`src/rtl/core/jfs_pkg.sv`:
```
// Shared types and codes for the JPEG frame size scanner.
// No dependencies; imported by jpeg_frame_size_scanner.
`default_nettype none

package jfs_pkg;

    // Signature and marker bytes
    localparam logic [7:0]  SIG_HI      = 8'hFF;
    localparam logic [7:0]  SIG_SOI     = 8'hD8;
    localparam logic [15:0] TAG_SOF0    = 16'hFFC0;
    localparam logic [15:0] MIN_SEG_LEN = 16'd2;

    // Power-on marker limit
    localparam logic [7:0]  MAX_MARKERS_RST = 8'd10;

    // Result status codes
    localparam logic [2:0] ST_OK        = 3'd0;
    localparam logic [2:0] ST_NOT_JPEG  = 3'd1;
    localparam logic [2:0] ST_SHORT_LEN = 3'd2;
    localparam logic [2:0] ST_MARKER_LIM = 3'd3;
    localparam logic [2:0] ST_TRUNCATED = 3'd4;

    // Frame header byte positions, counted from the first length byte
    localparam logic [2:0] SOF_H_HI = 3'd3;
    localparam logic [2:0] SOF_H_LO = 3'd4;
    localparam logic [2:0] SOF_W_HI = 3'd5;
    localparam logic [2:0] SOF_W_LO = 3'd6;

    typedef struct packed {
        logic [7:0] data_byte;
        logic       is_last;
    } in_req_t;

    typedef struct packed {
        logic [16:0] frame_width;
        logic [16:0] frame_height;
        logic [2:0]  scan_status;
    } out_req_t;

endpackage

`default_nettype wire

```
`src/rtl/core/jpeg_frame_size_scanner.sv`:
```
// A request that decides the parse shows its result in the cycle after acceptance.
// Throughput: one byte per cycle; the byte parser is a single state update per request.
// A finished result that waits for m_ready holds s_ready low until it drains.
// Reset: aresetn is synchronous, active low; it clears the parse state, drops m_valid
// and sets max_markers to 10.
// Depends on jfs_pkg.
`default_nettype none

module jpeg_frame_size_scanner
    import jfs_pkg::*;
(
    input  wire logic     aclk,
    input  wire logic     aresetn,
    // byte stream
    input  wire logic     s_valid,
    output logic          s_ready,
    input  wire in_req_t  s_data,
    // frame size results
    output logic          m_valid,
    input  wire logic     m_ready,
    output out_req_t      m_data,
    // marker limit register
    input  wire logic       cfg_wr_en,
    input  wire logic [7:0] cfg_wr_data
);

    typedef enum logic [2:0] {
        PH_SIG0,   // expect FF
        PH_SIG1,   // expect D8
        PH_TAG,    // two tag bytes
        PH_LEN,    // two length bytes
        PH_SKIP,   // segment payload
        PH_SOF     // frame header fields
    } phase_t;

    phase_t      phase_reg,        phase_next;
    logic [2:0]  idx_reg,          idx_next;
    logic [15:0] skip_reg,         skip_next;
    logic [7:0]  markers_reg,      markers_next;
    logic [15:0] tag_reg,          tag_next;
    logic [15:0] height_reg,       height_next;
    logic        given_reg,        given_next;
    logic [7:0]  max_markers_reg;
    logic        m_valid_reg,      m_valid_next;
    out_req_t    m_data_reg,       m_data_next;

    logic        accept;
    logic        emit;
    logic [2:0]  status;
    logic [16:0] width_even, height_even;
    logic [15:0] tag_full, width_full;
    logic [7:0]  markers_inc;

    // Take a new byte whenever the result register is empty or being drained.
    assign s_ready = !m_valid_reg || m_ready;
    assign accept  = s_valid && s_ready;
    assign m_valid = m_valid_reg;
    assign m_data  = m_data_reg;

    assign tag_full    = {tag_reg[15:8], s_data.data_byte};
    assign width_full  = {tag_reg[15:8], s_data.data_byte};
    assign markers_inc = markers_reg + 8'd1;
    // Round up to even; an odd 65535 carries into bit 16.
    assign width_even  = {1'b0, width_full} + {16'd0, width_full[0]};
    assign height_even = {1'b0, height_reg} + {16'd0, height_reg[0]};

    // Parse step for the byte on the input, valid when accept is high.
    always_comb begin
        phase_next   = phase_reg;
        idx_next     = idx_reg;
        skip_next    = skip_reg;
        markers_next = markers_reg;
        tag_next     = tag_reg;
        height_next  = height_reg;
        given_next   = given_reg;
        emit         = 1'b0;
        status       = ST_OK;

        if (!given_reg) begin
            case (phase_reg)
                PH_SIG0: begin
                    if (s_data.data_byte == SIG_HI) begin
                        phase_next = PH_SIG1;
                    end else begin
                        emit   = 1'b1;
                        status = ST_NOT_JPEG;
                    end
                end
                PH_SIG1: begin
                    if (s_data.data_byte != SIG_SOI) begin
                        emit   = 1'b1;
                        status = ST_NOT_JPEG;
                    end else if (markers_reg >= max_markers_reg) begin
                        // limit of zero gives up before any marker
                        emit   = 1'b1;
                        status = ST_MARKER_LIM;
                    end else begin
                        phase_next = PH_TAG;
                        idx_next   = 3'd0;
                    end
                end
                PH_TAG: begin
                    if (idx_reg == 3'd0) begin
                        tag_next = {s_data.data_byte, 8'd0};
                        idx_next = 3'd1;
                    end else begin
                        tag_next   = tag_full;
                        idx_next   = 3'd0;
                        phase_next = (tag_full == TAG_SOF0) ? PH_SOF : PH_LEN;
                    end
                end
                PH_LEN: begin
                    if (idx_reg == 3'd0) begin
                        tag_next = {s_data.data_byte, 8'd0};
                        idx_next = 3'd1;
                    end else begin
                        tag_next = tag_full;
                        idx_next = 3'd0;
                        if (tag_full < MIN_SEG_LEN) begin
                            // length check wins over the marker limit
                            emit   = 1'b1;
                            status = ST_SHORT_LEN;
                        end else begin
                            markers_next = markers_inc;
                            skip_next    = tag_full - MIN_SEG_LEN;
                            if (markers_inc >= max_markers_reg) begin
                                emit   = 1'b1;
                                status = ST_MARKER_LIM;
                            end else if (tag_full == MIN_SEG_LEN) begin
                                phase_next = PH_TAG;
                            end else begin
                                phase_next = PH_SKIP;
                            end
                        end
                    end
                end
                PH_SKIP: begin
                    skip_next = skip_reg - 16'd1;
                    if (skip_reg == 16'd1) begin
                        phase_next = PH_TAG;
                        idx_next   = 3'd0;
                    end
                end
                PH_SOF: begin
                    case (idx_reg)
                        SOF_H_HI: height_next = {s_data.data_byte, 8'd0};
                        SOF_H_LO: height_next = {height_reg[15:8], s_data.data_byte};
                        SOF_W_HI: tag_next    = {s_data.data_byte, 8'd0};
                        SOF_W_LO: begin
                            emit   = 1'b1;
                            status = ST_OK;
                        end
                        default: ;
                    endcase
                    if (idx_reg < SOF_W_LO) begin
                        idx_next = idx_reg + 3'd1;
                    end
                end
                default: ;
            endcase

            // End of file before a decision
            if (!emit && s_data.is_last) begin
                emit   = 1'b1;
                status = ST_TRUNCATED;
            end
        end

        if (emit) begin
            given_next = 1'b1;
        end

        // Restart the parse after the last byte of a file.
        if (s_data.is_last) begin
            phase_next   = PH_SIG0;
            idx_next     = 3'd0;
            skip_next    = 16'd0;
            markers_next = 8'd0;
            tag_next     = 16'd0;
            height_next  = 16'd0;
            given_next   = 1'b0;
        end
    end

    // Result register: drop on drain, load on a deciding request.
    always_comb begin
        m_valid_next = m_valid_reg;
        m_data_next  = m_data_reg;
        if (m_valid_reg && m_ready) begin
            m_valid_next = 1'b0;
        end
        if (accept && emit) begin
            m_valid_next             = 1'b1;
            m_data_next.scan_status  = status;
            m_data_next.frame_width  = (status == ST_OK) ? width_even  : 17'd0;
            m_data_next.frame_height = (status == ST_OK) ? height_even : 17'd0;
        end
    end

    always_ff @(posedge aclk) begin
        if (!aresetn) begin
            phase_reg       <= PH_SIG0;
            idx_reg         <= 3'd0;
            skip_reg        <= 16'd0;
            markers_reg     <= 8'd0;
            tag_reg         <= 16'd0;
            height_reg      <= 16'd0;
            given_reg       <= 1'b0;
            max_markers_reg <= MAX_MARKERS_RST;
            m_valid_reg     <= 1'b0;
        end else begin
            if (accept) begin
                phase_reg   <= phase_next;
                idx_reg     <= idx_next;
                skip_reg    <= skip_next;
                markers_reg <= markers_next;
                tag_reg     <= tag_next;
                height_reg  <= height_next;
                given_reg   <= given_next;
            end
            if (cfg_wr_en) begin
                max_markers_reg <= cfg_wr_data;
            end
            m_valid_reg <= m_valid_next;
        end
    end

    // Payload register needs no reset.
    always_ff @(posedge aclk) begin
        m_data_reg <= m_data_next;
    end

    // Sizes are only reported with an ok status.
    a_zero_unless_ok: assert property (@(posedge aclk) disable iff (!aresetn)
        (m_valid_reg && m_data_reg.scan_status != ST_OK) |->
        (m_data_reg.frame_width == 17'd0 && m_data_reg.frame_height == 17'd0))
        else $error("nonzero size with failing status");

    // Reported sizes are even.
    a_even_sizes: assert property (@(posedge aclk) disable iff (!aresetn)
        (m_valid_reg && m_data_reg.scan_status == ST_OK) |->
        (!m_data_reg.frame_width[0] && !m_data_reg.frame_height[0]))
        else $error("odd frame size reported");

    // The last byte always restarts the parse.
    a_restart_on_last: assert property (@(posedge aclk) disable iff (!aresetn)
        (accept && s_data.is_last) |=> (phase_reg == PH_SIG0 && !given_reg
                                         && markers_reg == 8'd0))
        else $error("parse not restarted after last byte");

    // A result mid-file blocks further results until the file ends.
    a_one_result: assert property (@(posedge aclk) disable iff (!aresetn)
        (accept && given_reg) |-> !emit)
        else $error("second result for one file");

    // A file that ends without a decision still yields a result.
    a_last_emits: assert property (@(posedge aclk) disable iff (!aresetn)
        (accept && s_data.is_last && !given_reg) |=> m_valid_reg)
        else $error("no result on last byte");

endmodule

`default_nettype wire
```
`config.mk`:
```
export PLATFORM = sky130hd
export DESIGN_NAME = jpeg_frame_size_scanner
export DESIGN_NICKNAME = d
export VERILOG_FILES = /design/src/rtl/core/jfs_pkg.sv /design/src/rtl/core/jpeg_frame_size_scanner.sv
export SDC_FILE = /design/constraint.sdc
export NUM_CORES = 1
export LEC_CHECK = 0
export ABC_AREA = 1
export CAP_MARGIN = 25
export CORE_ASPECT_RATIO = 2
export CORE_MARGIN = 4
export CORE_UTILIZATION = 45
export CTS_CLUSTER_SIZE = 20
export DETAILED_ROUTE_END_ITERATION = 10
export DONT_BUFFER_PORTS = 1
export GPL_TIMING_DRIVEN = 0
export SYNTH_ARGS = -nofsm -noshare
export SYNTH_HDL_FRONTEND = slang
export SYNTH_SLANG_ARGS = --single-unit
```
`constraint.sdc`:
```
create_clock -name aclk -period 3.6 [get_ports aclk]
set_input_delay 0.18 -clock aclk [delete_from_list [all_inputs] [get_ports aclk]]
set_output_delay 0.18 -clock aclk [all_outputs]
set_load 0.01 [all_outputs]
```
==> results of run 1 <==
-- power by group --
group / switching [uW] / internal [uW]
clock: 437 / 548
sequential: 77.5 / 1260
combinational: 391 / 189
-- routing by layer --
layer  share of wire  track usage
met1            0.36        0.206
met2            0.57        0.406
met3           0.033       0.0274
met4           0.038       0.0938
met5               0            0
-- cells by family (layout without fill, tap and decap cells) --
kind of cell	Yosys count	in the layout
adder cells (fa/ha/maj)	30	30
AND/OR/NAND/NOR	357	357
buffers and inverters	144	165
AO/OA/AOI/OAI	148	148
other	1	2
flip-flops	99	99
XOR/XNOR	36	36
-- layout make-up --
type / count / share of cell area
multi-input combinational: 573 / 0.480
clock buffer: 10 / 0.0332
timing repair buffer: 5 / 0.00979
buffer: 34 / 0.0352
clock inverter: 6 / 0.0107
sequential: 99 / 0.338
inverter: 110 / 0.0598
tap: 186 / 0.0337
-- cell usage after synthesis (all sizes together) --
master / number / area, um2
nand2: 147 / 584
inv: 108 / 405
nor2: 105 / 554
a21oi: 71 / 359
dfxtp: 64 / 1280
nand3: 58 / 328
o21ai: 36 / 188
edfxtp: 35 / 1050
xor2: 31 / 272
ha: 30 / 375
buf: 25 / 209
nor3: 21 / 135
a211oi: 18 / 135
a31oi: 17 / 106
nand4: 15 / 93.8
clkbuf: 9 / 33.8
xnor2: 5 / 43.8
nand3b: 3 / 22.5
or2: 3 / 18.8
and2: 2 / 15.0
clkinv: 2 / 7.51
o22ai: 2 / 12.5
or4: 2 / 15.0
a21o: 1 / 7.51
conb: 1 / 3.75
nor4: 1 / 12.5
o2111ai: 1 / 8.76
o21a: 1 / 7.51
o311ai: 1 / 8.76
-- what timing repair did --
action	in CTS	in global routing
hold buffers	4	0
endpoints found under the hold margin	3	0
buffers inserted	0	0
-- layout by cell type (no fill, tap or decap), types with 11 or more instances in the layout --
cell type | Yosys | routed
nor3_1 | 15 | 15
inv_1 | 103 | 103
dfxtp_1 | 64 | 64
a211oi_1 | 18 | 18
nor2_1 | 58 | 58
edfxtp_1 | 35 | 35
nand3_1 | 52 | 52
ha_1 | 30 | 30
buf_6 | 11 | 11
nand2_1 | 138 | 138
nand4_1 | 15 | 15
nor2_2 | 42 | 42
o21ai_0 | 33 | 33
xor2_1 | 31 | 31
a31oi_1 | 17 | 17
a21oi_1 | 70 | 70
-- worst max-delay path, stage by stage (launching register included) --
cell      delay, ns
dfxtp_1        0.43
nand3_1        0.16
nand3b_1       0.21
nand3b_1       0.19
xnor2_1        0.15
ha_1           0.29
nand2_1        0.07
o21a_1         0.21
nand3_2        0.11
a21oi_1        0.07
nand3_1        0.09
nand3_1        0.09
inv_1          0.34
buf_16         0.23
-- stage by stage --
stage	util	instances
after global routing	0.508	1023
after global placement	0.481	1002
after floorplan	-	816
after detailed placement	0.483	1003
after CTS	0.508	1023
final	0.508	1023
-- final timing paths --
kind	start	to	slack, ns	cells past startpoint
setup reg to reg	markers_reg[2]	m_data[26]	0.64	13
hold reg to reg	skip_reg[14]	skip_reg[14]	0.47	2
hold / removal	aresetn	max_markers_reg[7]	0.01	2
setup / recovery	markers_reg[2]	m_data[26]	0.64	13
==> qor.csv, run 1 <==
stage,metric,value,unit
run_status,status,"complete, no violations",
final_layout,post-route cell area,0.00690,mm2
final_layout,final-stage net count,884,
synth,post-synthesis average cell area,7.72,um2
sta,Setup Skew,0.00893,ns
final_layout,share of layout cells above drive strength 1,0.145,
critical_path,Critical Path AT,3.01,ns
place,RD Place Congestion,0.920,
pwr,Pwr Total,2900,uW
sta,Fin Setup TNS,0,ns
synth,mux contribution to synthesized area,0,
route,first-pass iteration count of the detailed router,9,
sta,Fin Hold WS,0.0113,ns
clock_tree,later-pin clock latency in the skew report,0.35,ns
synth,main combinational cell family by area after synthesis,simple AND/OR/NAND/NOR gates,
clock_tree,post-cts resize count,0,
final_layout,Fillers,1307,
floorplan,width of the die,91.6,um
route,total number of vias,5398,
clock_tree,H-tree level count,3,
global_routing,first-pass GRT wire length,26500,um
hold_path,Tightest Hold Check Type,input pin to register,
route,Wirelength per Cell,15.7,um
synth,synthesized instance count,815,
floorplan,area of the core,0.0136,mm2
sta,Rel. slew slack,0.465,
global_routing,largest net degree at the start of global routing,28,
route,drt drc,0,
pwr,total power per unit cell area,421,mW/mm2
synth,register area share after synthesis,0.371,
pwr,Max VDD drop,249,uV
clock_tree,clk sinks,99,
synth,Synth Area in Adders,0.0596,
final_layout,Largest register FFs,35,
critical_path,CP Max Fanout,27,
place,IO Port Bufs,0,
clock_tree,Root Buffer Master,clkbuf_16,
global_routing,gr ovfl total,0,
synth,Synth Area in Compound Gates,0.132,
critical_path,Crit path required time,3.65,ns
final_layout,area of the multi-input gates,0.00331,mm2
clock_tree,CTS Buf Count,9,
clock_tree,Max Root-Sink Buffers,2,
floorplan,Ports,61,
job,Max-Cap Viols,0,
sta,fin crit share,0.822,
route,final wirelength,16100,um
final_layout,ANT cells,0,
floorplan,die area,0.0161,mm2
floorplan,Die H,175,um
final_layout,FF/Latch Area,0.00233,mm2
floorplan,FP Rows,60,
global_routing,Total Routing Usage GR,0.206,
route,routed vias/inst,5.28,
route,initial DRC count,283,
critical_path,Worst Setup End Kind,register,
synth,Synth Cell Area,0.00629,mm2
sta,final hold vios,0,
place,placed inst area,0.00656,mm2
synth,simple-gate area share of the yosys netlist,0.283,
synth,synth unique cells,45,
sta,Achievable Freq,338,MHz
sta,Tmin final,2.96,ns
synth,#FFs+latches synth,99,
critical_path,CP Class,register to register,
global_routing,initial antenna violation count,0,
final_layout,area delta synth->final,9.64,%
global_routing,vias in the first global route,5422,
clock_tree,clk slew on worst S/H paths,0.07,ns
place,Post-DP HPWL,12700,um
pwr,Leak Pwr,0.00282,uW
sta,Slew @ Worst Pin,0.803,ns
sta,count of final setup violators,0,
synth,warnings from Yosys,0,
critical_path,startpoint types,register,
sta,RSZ-0062 raised after global routing,no,
clock_tree,CTS tree,built,
floorplan,Initial Utilization,0.463,
route,Post-DRT Antenna Nets,0,
sta,max-slew violation count,0,
synth,Synth Area in XOR/XNOR,0.0501,
sta,final worst setup slack,0.642,ns
place,Placement Setup Slack,0.644,ns
Note: power is estimated with default switching activity, not from simulation.
==> run 2, diff against run 1 <==
- clock period: 3.6 -> 2.7 ns (I/O delays scaled with it)
==> run 2 against run 1 <==
Effect of this change:
- the run now ends with negative setup slack left
- clock skew rose by 0.0017 ns
- global-route usage increased by 0.89 points
- die area did not move
- critical path type unchanged
==> qor.csv, run 2 (synthesized netlist as in run 1, its figures left out) <==
stage,metric,value,unit,change
global_routing,gr ovfl total,0,,unchanged
critical_path,startpoint types,register,,
route,Post-DRT Antenna Nets,0,,unchanged
floorplan,width of the die,91.6,um,unchanged
sta,count of final setup violators,55,,+55
floorplan,FP Rows,60,,unchanged
hold_path,Tightest Hold Check Type,input pin to register,,
sta,Slew @ Worst Pin,0.771,ns,-0.0322 ns
clock_tree,clk slew on worst S/H paths,0.08,ns,about the same
route,drt drc,0,,unchanged
critical_path,Critical Path AT,2.87,ns,-0.14 ns
final_layout,"Cell Count, Final, Fillers Out",1048,,+2.4%
route,Wirelength per Cell,16.0,um,+1.9%
place,Placement Setup Slack,-0.495,ns,-1.14 ns
place,Post-DP HPWL,12900,um,+0.92%
sta,Achievable Freq,363,MHz,+7.4%
clock_tree,later-pin clock latency in the skew report,0.36,ns,about the same
sta,Fin Hold WS,0.00789,ns,-0.00339 ns
place,IO Port Bufs,0,,unchanged
clock_tree,H-tree level count,3,,unchanged
clock_tree,CTS Buf Count,9,,unchanged
clock_tree,clk sinks,99,,unchanged
final_layout,final-stage net count,909,,+2.8%
final_layout,"commonest cells after routing, fill and taps aside","nand2_1 (135), inv_1 (102), a21oi_1 (69), dfxtp_1 (61), nor2_1 (57)",,
final_layout,Largest register FFs,35,,unchanged
pwr,total power per unit cell area,549,mW/mm2,+30%
critical_path,CP Class,register to register,,
clock_tree,Root Buffer Master,clkbuf_16,,
critical_path,Worst Setup SP,markers_reg[1],,
critical_path,Setup crit end,m_data[24],,
clock_tree,Max Root-Sink Buffers,2,,unchanged
job,Max-Cap Viols,0,,unchanged
floorplan,Ports,61,,unchanged
place,placed cells,1002,,-0.10%
floorplan,Initial Utilization,0.463,,unchanged
final_layout,"commonest non-fill, non-tap cell in the layout",nand2_1,,
critical_path,CP Max Fanout,18,,-33%
critical_path,Reg-to-Reg Start,markers_reg[1],,
pwr,Max VDD drop,321,uV,+29%
route,initial DRC count,371,,+31%
critical_path,Worst Setup End Kind,register,,
global_routing,largest net degree at the start of global routing,19,,-32%
clock_tree,CTS tree,built,,
route,routed vias/inst,5.32,,+0.76%
final_layout,ANT cells,0,,unchanged
route,first-pass iteration count of the detailed router,5,,-4
run_status,failing checks,negative setup slack,,
global_routing,first-pass GRT wire length,27200,um,+2.5%
sta,Fin Setup TNS,-2.38,ns,-2.38 ns
global_routing,initial antenna violation count,0,,unchanged
sta,final worst setup slack,-0.0555,ns,-0.697 ns
global_routing,vias in the first global route,5508,,+1.6%
route,final wirelength,16800,um,+4.4%
final_layout,area delta synth->final,15.4,%,
sta,max-slew violation count,0,,unchanged
route,total number of vias,5572,,+3.2%
sta,final hold vios,0,,unchanged
final_layout,share of layout cells above drive strength 1,0.177,,+0.0329
floorplan,area of the core,0.0136,mm2,unchanged
sta,RSZ-0062 raised after global routing,yes,,
sta,Tmin final,2.76,ns,-0.203 ns
critical_path,RR Endpoint,m_data[24],,
run_status,status,"finished, violations left",,
critical_path,Crit path required time,2.81,ns,-0.84 ns
pwr,Leak Pwr,0.00298,uW,+5.6%
critical_path,FF-to-FF path depth,13,,unchanged
critical_path,"setup slack, reg-to-reg",-0.06,ns,-0.70 ns
floorplan,Die H,175,um,unchanged
sta,Setup Skew,0.0106,ns,+0.00167 ns
floorplan,die area,0.0161,mm2,unchanged
global_routing,Total Routing Usage GR,0.215,,+0.00885
sta,fin crit share,1.02,,+0.199
sta,Rel. slew slack,0.486,,+0.0215
place,RD Place Congestion,0.910,,-1.0%
==> run 2: changes by cell type in the layout (fill, tap and decap cells not counted), sizes merged <==
cell / delta
buf: +15
bufinv: -1
clkbuf: +1
clkinv: +3
clkinvlp: +1
dlygate4sd3: +7
inv: -1
==> run 2: final cells by class <==
cell class	instances	area, um2
fillers	1271	6320
multi-input cells	573	3380
flip-flops and latches	99	2340
inverters	110	417
repair buffers	30	349
plain buffers	33	249
well taps	186	233
clock buffers	9	225
clock inverters	7	60.1
repair inverters	1	7.51
==> run 2: through the flow <==
step / instance area (um2) / utilization / power [uW]
after CTS: 7140 / 0.525 / 3960
after detailed placement: 6550 / 0.482 / 2580
final: 7270 / 0.535 / 3990
after global routing: 7270 / 0.535 / 4190
after global placement: 6550 / 0.482 / 2570
after floorplan: 6320 / - / 2390
==> run 2: critical path, cell delays in order (launching register included) <==
cell        delay, ns
dfxtp_4          0.37
nand3_2          0.09
nand3b_1         0.18
nand3b_1         0.21
xnor2_2          0.17
ha_1             0.31
a21oi_1          0.15
o21a_1           0.17
nand3_2          0.10
a21oi_1          0.17
nand3_1          0.10
nand3_2          0.19
clkinvlp_4       0.14
buf_12           0.16
==> run 2: layer usage <==
metal / GRT usage / vias up / share of wire
met5: 0 / - / 0
met4: 0.103 / 0 / 0.044
met3: 0.0381 / 48 / 0.041
met2: 0.421 / 170 / 0.56
met1: 0.208 / 2568 / 0.35
li1: - / 2786 / -
==> run 2: repair_timing <==
item | 4_1_cts | 5_1_grt
setup endpoints to repair | 65 | 68
setup buffers | 12 | 4
pin swaps | 3 | 6
gates resized for setup | 8 | 17
hold buffers | 11 | 0
endpoints found under the hold margin | 12 | 0
gates cloned | 2 | 2
==> run 2: how the worst min path moves through the flow <==
stage / from / slack (ns) / to / depth (start not counted)
after global routing: s_data[2] / 0.005 / height_reg[1] / 2
after global placement: cfg_wr_en / 0.26 / max_markers_reg[3] / 1
final: s_data[1] / 0.008 / tag_reg[8] / 2
after floorplan: cfg_wr_en / 0.25 / max_markers_reg[1] / 1
after CTS: s_data[1] / 0.0004 / tag_reg[8] / 2
after detailed placement: cfg_wr_en / 0.27 / max_markers_reg[1] / 1
==> run 2: power breakdown <==
| part | internal (uW) | switching (uW) | leakage [uW] |
|---|---|---|---|
| registers | 1680 | 105 | 0.000869 |
| logic | 387 | 574 | 0.00198 |
| clock network | 640 | 604 | 0.000137 |
| total | 2700 | 1280 | 0.00298 |
